--- src/hw/rtl/ilb_pkg.sv ---
// Shared types, constants and helpers for the indexed list buffer.
package ilb_pkg;

  localparam int CAPACITY = 64;
  localparam int HANDLE_W = 32;

  localparam int FUNC_W  = 2;
  localparam int INDEX_W = 7;
  localparam int ITEM_W  = 32;
  localparam int COUNT_W = 7;

  localparam int IDX_W = $clog2(CAPACITY);
  localparam int CNT_W = $clog2(CAPACITY + 1);
  localparam int CMP_W = (INDEX_W > CNT_W) ? INDEX_W : CNT_W;

  typedef enum logic [FUNC_W-1:0] {
    FN_APPEND = 2'd0,
    FN_INSERT = 2'd1,
    FN_GET    = 2'd2,
    FN_REMOVE = 2'd3
  } func_e_t;

  typedef enum logic [1:0] {
    ST_OK    = 2'd0,
    ST_RANGE = 2'd1,
    ST_FULL  = 2'd2
  } status_e_t;

  typedef enum logic [2:0] {
    S_IDLE,
    S_EXEC,
    S_GET_WAIT,
    S_SH_RD,
    S_SH_WR,
    S_INS_WR,
    S_FINISH
  } state_t;

  typedef struct packed {
    logic [FUNC_W-1:0]  func;
    logic [INDEX_W-1:0] index;
    logic [ITEM_W-1:0]  item;
  } req_t;

  typedef struct packed {
    logic [1:0]         status;
    logic [ITEM_W-1:0]  item_out;
    logic [COUNT_W-1:0] count;
  } rsp_t;

  // Commands from the controller to the datapath.
  typedef struct packed {
    logic load_in;
    logic eval;
    logic wr_append;
    logic wr_insert;
    logic rd_get;
    logic get_capture;
    logic ptr_init;
    logic sh_rd;
    logic sh_wr;
    logic cnt_dec;
  } ilb_cmd_t;

  // Status from the datapath to the controller.
  typedef struct packed {
    func_e_t op;
    logic    pre_ok;
    logic    idx_at_end;
    logic    sh_last;
  } ilb_sts_t;

  function automatic logic [HANDLE_W-1:0] to_handle(input logic [ITEM_W-1:0] item);
    logic [63:0] wide;
    wide = 64'(item);
    return wide[HANDLE_W-1:0];
  endfunction

  function automatic logic [ITEM_W-1:0] to_item_out(input logic [HANDLE_W-1:0] h);
    logic [63:0] wide;
    wide = 64'(h);
    return wide[ITEM_W-1:0];
  endfunction

endpackage

--- src/hw/rtl/ilb_ctrl.sv ---
// Controller state machine: sequences each operation over the datapath.
module ilb_ctrl (
  input  logic             clk,
  input  logic             rst,
  input  logic             req_valid,
  input  logic             slot_free,
  input  ilb_pkg::ilb_sts_t sts,
  output logic             in_ready,
  output logic             res_load,
  output ilb_pkg::ilb_cmd_t cmd
);
  import ilb_pkg::*;

  state_t state;
  state_t state_next;

  always_ff @(posedge clk) begin
    if (rst) begin
      state <= S_IDLE;
    end else begin
      state <= state_next;
    end
  end

  always_comb begin
    state_next = state;
    case (state)
      S_IDLE: begin
        if (req_valid) begin
          state_next = S_EXEC;
        end
      end
      S_EXEC: begin
        if (!sts.pre_ok) begin
          state_next = S_FINISH;
        end else begin
          case (sts.op)
            FN_GET: state_next = S_GET_WAIT;
            FN_INSERT, FN_REMOVE: state_next = sts.idx_at_end ? S_FINISH : S_SH_RD;
            default: state_next = S_FINISH;
          endcase
        end
      end
      S_GET_WAIT: state_next = S_FINISH;
      S_SH_RD: state_next = S_SH_WR;
      S_SH_WR: begin
        if (sts.sh_last) begin
          state_next = (sts.op == FN_INSERT) ? S_INS_WR : S_FINISH;
        end else begin
          state_next = S_SH_RD;
        end
      end
      S_INS_WR: state_next = S_FINISH;
      S_FINISH: begin
        if (slot_free) begin
          state_next = S_IDLE;
        end
      end
      default: state_next = S_IDLE;
    endcase
  end

  always_comb begin
    cmd      = '0;
    in_ready = 1'b0;
    res_load = 1'b0;
    case (state)
      S_IDLE: begin
        in_ready    = 1'b1;
        cmd.load_in = req_valid;
      end
      S_EXEC: begin
        cmd.eval = 1'b1;
        if (sts.pre_ok) begin
          case (sts.op)
            FN_APPEND: cmd.wr_append = 1'b1;
            FN_INSERT: begin
              cmd.wr_insert = sts.idx_at_end;
              cmd.ptr_init  = !sts.idx_at_end;
            end
            FN_GET: cmd.rd_get = 1'b1;
            FN_REMOVE: begin
              cmd.cnt_dec  = sts.idx_at_end;
              cmd.ptr_init = !sts.idx_at_end;
            end
            default: cmd = '0;
          endcase
        end
      end
      S_GET_WAIT: cmd.get_capture = 1'b1;
      S_SH_RD: cmd.sh_rd = 1'b1;
      S_SH_WR: begin
        cmd.sh_wr   = 1'b1;
        cmd.cnt_dec = sts.sh_last && (sts.op == FN_REMOVE);
      end
      S_INS_WR: cmd.wr_insert = 1'b1;
      S_FINISH: res_load = slot_free;
      default: cmd = '0;
    endcase
  end

endmodule

--- src/hw/rtl/ilb_dp.sv ---
// Datapath: entry memory, entry count, shift pointer and result fields.
module ilb_dp (
  input  logic             clk,
  input  logic             rst,
  input  ilb_pkg::req_t    req,
  input  ilb_pkg::ilb_cmd_t cmd,
  output ilb_pkg::ilb_sts_t sts,
  output ilb_pkg::rsp_t    result
);
  import ilb_pkg::*;

  logic [HANDLE_W-1:0] mem [CAPACITY];
  logic [HANDLE_W-1:0] rd_data;

  func_e_t             op;
  logic [INDEX_W-1:0]  idx;
  logic [HANDLE_W-1:0] item;
  logic [CNT_W-1:0]    cnt;
  logic [CNT_W-1:0]    ptr;
  status_e_t           res_status;
  logic [ITEM_W-1:0]   res_item;

  logic [CMP_W-1:0] cnt_ext;
  logic [CMP_W-1:0] idx_ext;
  logic [CMP_W-1:0] ptr_ext;
  logic             full;
  status_e_t        pre_status;
  logic             rd_en;
  logic [IDX_W-1:0] rd_addr;
  logic             wr_en;
  logic [IDX_W-1:0] wr_addr;
  logic [HANDLE_W-1:0] wr_data;
  logic             up;

  assign cnt_ext = CMP_W'(cnt);
  assign idx_ext = CMP_W'(idx);
  assign ptr_ext = CMP_W'(ptr);
  assign full    = (cnt == CNT_W'(CAPACITY));
  assign up      = (op == FN_INSERT);

  always_comb begin
    pre_status = ST_OK;
    case (op)
      FN_APPEND: pre_status = full ? ST_FULL : ST_OK;
      FN_INSERT: begin
        if (idx_ext > cnt_ext) begin
          pre_status = ST_RANGE;
        end else if (full) begin
          pre_status = ST_FULL;
        end
      end
      FN_GET, FN_REMOVE: pre_status = (idx_ext >= cnt_ext) ? ST_RANGE : ST_OK;
      default: pre_status = ST_OK;
    endcase
  end

  assign sts.op         = op;
  assign sts.pre_ok     = (pre_status == ST_OK);
  assign sts.idx_at_end = up ? (idx_ext == cnt_ext) : (CMP_W'(idx_ext + 1'b1) == cnt_ext);
  assign sts.sh_last    = up ? (ptr_ext == CMP_W'(idx_ext + 1'b1))
                             : (CMP_W'(ptr_ext + 2'd2) == cnt_ext);

  // Read port: direct index for get, neighbor of the pointer while shifting.
  always_comb begin
    rd_en   = cmd.rd_get || cmd.sh_rd;
    rd_addr = idx_ext[IDX_W-1:0];
    if (cmd.sh_rd) begin
      rd_addr = up ? IDX_W'(ptr - 1'b1) : IDX_W'(ptr + 1'b1);
    end
  end

  always_comb begin
    wr_en   = cmd.wr_append || cmd.wr_insert || cmd.sh_wr;
    wr_addr = cnt[IDX_W-1:0];
    wr_data = item;
    if (cmd.wr_insert) begin
      wr_addr = idx_ext[IDX_W-1:0];
    end else if (cmd.sh_wr) begin
      wr_addr = ptr[IDX_W-1:0];
      wr_data = rd_data;
    end
  end

  always_ff @(posedge clk) begin
    if (wr_en) begin
      mem[wr_addr] <= wr_data;
    end
  end

  always_ff @(posedge clk) begin
    if (rd_en) begin
      rd_data <= mem[rd_addr];
    end
  end

  always_ff @(posedge clk) begin
    if (rst) begin
      cnt <= '0;
    end else if (cmd.wr_append || cmd.wr_insert) begin
      cnt <= cnt + 1'b1;
    end else if (cmd.cnt_dec) begin
      cnt <= cnt - 1'b1;
    end
  end

  always_ff @(posedge clk) begin
    if (cmd.load_in) begin
      op   <= func_e_t'(req.func);
      idx  <= req.index;
      item <= to_handle(req.item);
    end
    if (cmd.ptr_init) begin
      ptr <= up ? cnt : CNT_W'(idx_ext);
    end else if (cmd.sh_wr) begin
      ptr <= up ? ptr - 1'b1 : ptr + 1'b1;
    end
    if (cmd.eval) begin
      res_status <= pre_status;
      res_item   <= '0;
    end else if (cmd.get_capture) begin
      res_item <= to_item_out(rd_data);
    end
  end

  assign result.status   = res_status;
  assign result.item_out = res_item;
  assign result.count    = COUNT_W'(cnt);

endmodule

--- src/hw/rtl/indexed_list_buffer_unit.sv ---
// Indexed list buffer top level: request channel, result register, checks.
//
// Usage: an ordered list of handles packed from position 0. Send one request
// transaction on req (func, index, item); one result transaction comes back
// on rsp (status, item_out, count), in request order. Status 0 is ok,
// 1 index out of range, 2 list full; count is the entry count afterwards.
// One request is in work at a time; req_ready is high only while idle.
// An accepted request is checked first: append writes its item there, any
// error ends there, get reads the entry memory, and insert or remove first
// move the entries behind the index, an insert then writing the new item.
// Each moved entry is read and then written back in the entry memory. A new
// request can be taken in the cycle after the previous result is loaded,
// even while that result still waits in the output register.
// Reset clears the entry count and empties the output register; the entry
// memory itself is not cleared. If the receiver stalls, the result holds in
// the output register and the next finished result waits inside the block.
module indexed_list_buffer_unit (
  input  logic          clk,
  input  logic          rst,
  input  logic          req_valid,
  output logic          req_ready,
  input  ilb_pkg::req_t req,
  output logic          rsp_valid,
  input  logic          rsp_ready,
  output ilb_pkg::rsp_t rsp
);
  import ilb_pkg::*;

  ilb_cmd_t cmd;
  ilb_sts_t sts;
  rsp_t     result;
  logic     slot_free;
  logic     res_load;

  assign slot_free = !rsp_valid || rsp_ready;

  ilb_ctrl u_ctrl (
    .clk       (clk),
    .rst       (rst),
    .req_valid (req_valid),
    .slot_free (slot_free),
    .sts       (sts),
    .in_ready  (req_ready),
    .res_load  (res_load),
    .cmd       (cmd)
  );

  ilb_dp u_dp (
    .clk    (clk),
    .rst    (rst),
    .req    (req),
    .cmd    (cmd),
    .sts    (sts),
    .result (result)
  );

  always_ff @(posedge clk) begin
    if (rst) begin
      rsp_valid <= 1'b0;
    end else if (res_load) begin
      rsp_valid <= 1'b1;
    end else if (rsp_ready) begin
      rsp_valid <= 1'b0;
    end
  end

  always_ff @(posedge clk) begin
    if (res_load) begin
      rsp <= result;
    end
  end

  a_busy_after_accept : assert property (@(posedge clk) disable iff (rst)
    (req_valid && req_ready) |=> !req_ready)
    else $error("request taken while a transaction is in work");

  a_error_item_zero : assert property (@(posedge clk) disable iff (rst)
    (rsp_valid && rsp.status != ST_OK) |-> (rsp.item_out == '0))
    else $error("failed transaction returned a nonzero handle");

  a_full_count : assert property (@(posedge clk) disable iff (rst)
    (rsp_valid && rsp.status == ST_FULL) |-> (rsp.count == COUNT_W'(CAPACITY)))
    else $error("list full reported below capacity");

  a_count_bound : assert property (@(posedge clk) disable iff (rst)
    rsp_valid |-> (CMP_W'(rsp.count) <= CMP_W'(CAPACITY)))
    else $error("entry count exceeds capacity");

endmodule
--- config.mk ---
export PLATFORM = sky130hd
export DESIGN_NAME = indexed_list_buffer_unit
export DESIGN_NICKNAME = d
export VERILOG_FILES = /design/src/hw/rtl/ilb_pkg.sv /design/src/hw/rtl/ilb_ctrl.sv /design/src/hw/rtl/ilb_dp.sv /design/src/hw/rtl/indexed_list_buffer_unit.sv
export SDC_FILE = /design/constraint.sdc
export NUM_CORES = 2
export LEC_CHECK = 0
export ABC_AREA = 1
export CELL_PAD_IN_SITES_DETAIL_PLACEMENT = 0
export CELL_PAD_IN_SITES_GLOBAL_PLACEMENT = 2
export CORE_MARGIN = 4
export CORE_UTILIZATION = 45
export DETAILED_ROUTE_END_ITERATION = 10
export DONT_BUFFER_PORTS = 1
export GPL_TIMING_DRIVEN = 0
export PLACE_DENSITY = 0.85
export SETUP_SLACK_MARGIN = 0.02
export SYNTH_ARGS = -nofsm -noshare
export SYNTH_HDL_FRONTEND = slang
export SYNTH_SLANG_ARGS = --single-unit
--- constraint.sdc ---
create_clock -name clk -period 15.65 [get_ports clk]
set_clock_uncertainty 0.2 [all_clocks]
set_input_delay 3.13 -clock clk [delete_from_list [all_inputs] [get_ports clk]]
set_output_delay 3.13 -clock clk [all_outputs]
set_load 0.01 [all_outputs]
==> out/metrics.yaml <==
status: "complete, no violations"
synth_nets: 7158
first_global_vias: 58100
dieArea_sq_um: 210000
post-cts-setup-buffer-count: 0
grt_pass1_wl_um: 455000
ys.warnings.count: 0
crit_path_frequent_cell: "nand3_1"
hold_ws_ps: 227
worst_slew_pin_slew_ps: 1440
drive_above_1_share_pct: 12.0
first_pass_iters: 8
antenna_found_initial: 19
hpwl_um: 228000
dp_slack_ps: 10420
coreArea_sq_um: 201000
critical_path.startpoint_type: "register"
final.min_clock_period_ps: 5840
powerDensity_nw_per_um2: 191
reg2reg_depth: 13
critPathTopFamily: "buffers and inverters"
path_cells: "inv_1 -> ha_1 -> nand2_1 -> nand2_1 -> xor2_1 -> o21ai_2 -> buf_2 -> buf_1 -> nand3_1 -> nand3_1 -> nand3_1 -> nand3_1 -> nand2_1"
htreeDepth: 4
min_path_type: "register to register"
cp.depth: 13
finalMaxSlewViolations: 0
clock_path_buffers: 3
nets: 7499
yosysSeqAreaShare_pct: 72.5
ant_nets: 0
critPathArrivalTime_ps: 6190
syn_avg_cell_area_sq_um: 12.8
syn_inst: 7094
wl_per_cell_um: 32.2
insertion_delay_ps: 910
critPathKind: "register to register"
postCtsResizedCells: 0
worst-path-buf-inv: 3
path_clk_slew_ps: 60
yosysUniqueCellTypes: 48
synth-seq-cells: 2214
setup_viol: 0
clock-sinks: 2214
routed_wl_um: 331000
area_growth_syn_to_layout_pct: 14.7
cts_root_buf: "clkbuf_16"
power.leakage_nw: 36.1
cts_tree: "yes"
dr.first_iter.drc_count: 9355
setup_tns_ps: 0
fin_crit_sh_pct: 37.3
portBuffers: 0
placed_area_sq_um: 97500
endpoint_kind: "register"
cts_hold_buffers: 0
worst_path_max_delay_cell: "buf_1"
numCtsBuffers: 221
die_h_um: 458
overflow: 0
slew_headroom_pct: 4.20
post-route-cell-area_sq_um: 105000
grt.total_usage_pct: 31.0
slowest_delay_ps: 850
worstPathMaxFanout: 11
cap_viol_max_count: 0
io_pins: 88
fmax_ghz: 0.171
cp.required_ps: 16000
via_count: 62100
drc: 0
ir_drop_mv: 0.119
finalHoldViolCount: 0
chipWidth_um: 458
row_count: 164
vias_per_cell: 6.04
grt_start_max_net_pins: 65
fin_ws_ps: 9810
start_util_pct: 45.4
synth_area_sq_um: 91200
finalWeightedCongestion: 1.19
rsz0062_at_grt: "false"
whs_path_depth: 0
cell usage in the layout, fill, tap and decap left out, types with 13 or more instances in the layout:
| cell type | instances |
|---|---|
| clkbuf_16 | 226 |
| clkbuf_1 | 219 |
| nor2_1 | 237 |
| buf_4 | 17 |
| or2_2 | 55 |
| clkinv_2 | 41 |
| buf_1 | 25 |
| buf_2 | 205 |
| nand3_1 | 997 |
| clkbuf_2 | 22 |
| nand2_4 | 30 |
| o211ai_1 | 711 |
| a21oi_1 | 39 |
| edfxtp_1 | 2171 |
| inv_1 | 656 |
| o21ai_0 | 451 |
| xor2_1 | 13 |
| buf_16 | 24 |
| nand2_1 | 701 |
| or2_0 | 89 |
| buf_6 | 47 |
| or2_1 | 176 |
| o21ai_1 | 64 |
| o21bai_1 | 23 |
| dfxtp_1 | 43 |
| clkinv_1 | 47 |
| bufinv_16 | 16 |
| nor2_4 | 63 |
| ha_1 | 18 |
| buf_12 | 73 |
worst paths after layout:
path | from | endpoint | slack (ps)
worst max-delay path | u_dp.ptr[0] | u_dp.rd_data[14] | 9810
worst max register to register | u_dp.ptr[0] | u_dp.rd_data[14] | 9810
worst min-delay path | u_dp.res_item[31] | rsp[38] | 230
worst min register to register | u_dp.res_item[31] | rsp[38] | 230
sequential cells by signal, indices dropped and copies added (netlist names), 2 cells and up:
register         count
rsp                 41
u_ctrl.state         3
u_dp.cnt             7
u_dp.idx             7
u_dp.item           32
u_dp.mem          2048
u_dp.op              2
u_dp.ptr             7
u_dp.rd_data        32
u_dp.res_item       32
u_dp.res_status      2
area by class of cell:
class	instances	area [sq um]
Fill cell	16900	96200
Sequential cell	2214	66100
Multi-Input combinational cell	3745	20900
Clock buffer	284	5910
Tap cell	2656	3320
Inverter	670	2520
Timing Repair Buffer	118	2360
Buffer	465	2340
Clock inverter	125	1050
Antenna cell	7	17.5
report_power, final:
part	internal [mW]	switching, mW
combinational	1.55	5.58
sequential	7.57	0.113
clock	2.92	2.29
total	12.0	7.99
cell usage after synthesis, drive strengths merged:
cell type | instances | area (sq um)
ha | 18 | 225
or2 | 320 | 2000
buf | 278 | 1620
o21bai | 23 | 173
a31oi | 1 | 6.26
clkbuf | 187 | 728
a22oi | 1 | 7.51
nor2 | 306 | 1190
xor2 | 13 | 114
nor4 | 1 | 6.26
o211ai | 721 | 5460
a21oi | 39 | 195
nand2 | 740 | 2810
edfxtp | 2171 | 65200
nor3 | 7 | 35.0
dfxtp | 43 | 861
fa | 1 | 20.0
a211oi | 3 | 22.5
inv | 669 | 2520
nand4 | 15 | 136
xnor2 | 2 | 17.5
nand3 | 1004 | 5080
clkinv | 1 | 3.75
nand3b | 3 | 22.5
o31ai | 2 | 15.0
o21ai | 525 | 2690
per-stage QoR:
stage | util (%) | instances | total power, mW
detailed placement | 48.6 | 9868 | 14.6
finish | 52.1 | 10300 | 20.0
floorplan | - | 7094 | 11.2
global route | 52.1 | 10300 | 20.5
CTS | 52.1 | 10300 | 19.7
global placement | 47.1 | 9750 | 14.4
routing by layer:
layer	GRT usage (%)	wire, um	share of wire (%)	up-vias
li1	-	-	-	26500
met1	41.9	126000	38	30800
met5	0.0230	69	0.021	-
met4	14.4	18000	5.4	10
met2	46.7	145000	44	4043
met3	8.51	41800	13	692
logic make-up (layout without fill, tap and decap cells):
family / Yosys count / in the layout / share of synthesized area (%)
other: 0 / 7 / 0
adder cells (fa/ha/maj): 19 / 19 / 0.269
AND/OR/NAND/NOR: 2396 / 2396 / 12.4
AO/OA/AOI/OAI: 1315 / 1315 / 9.40
flip-flops: 2214 / 2214 / 72.5
buffers and inverters: 1135 / 1662 / 5.34
XOR/XNOR: 15 / 15 / 0.144
(Power assumes the default switching activity.)
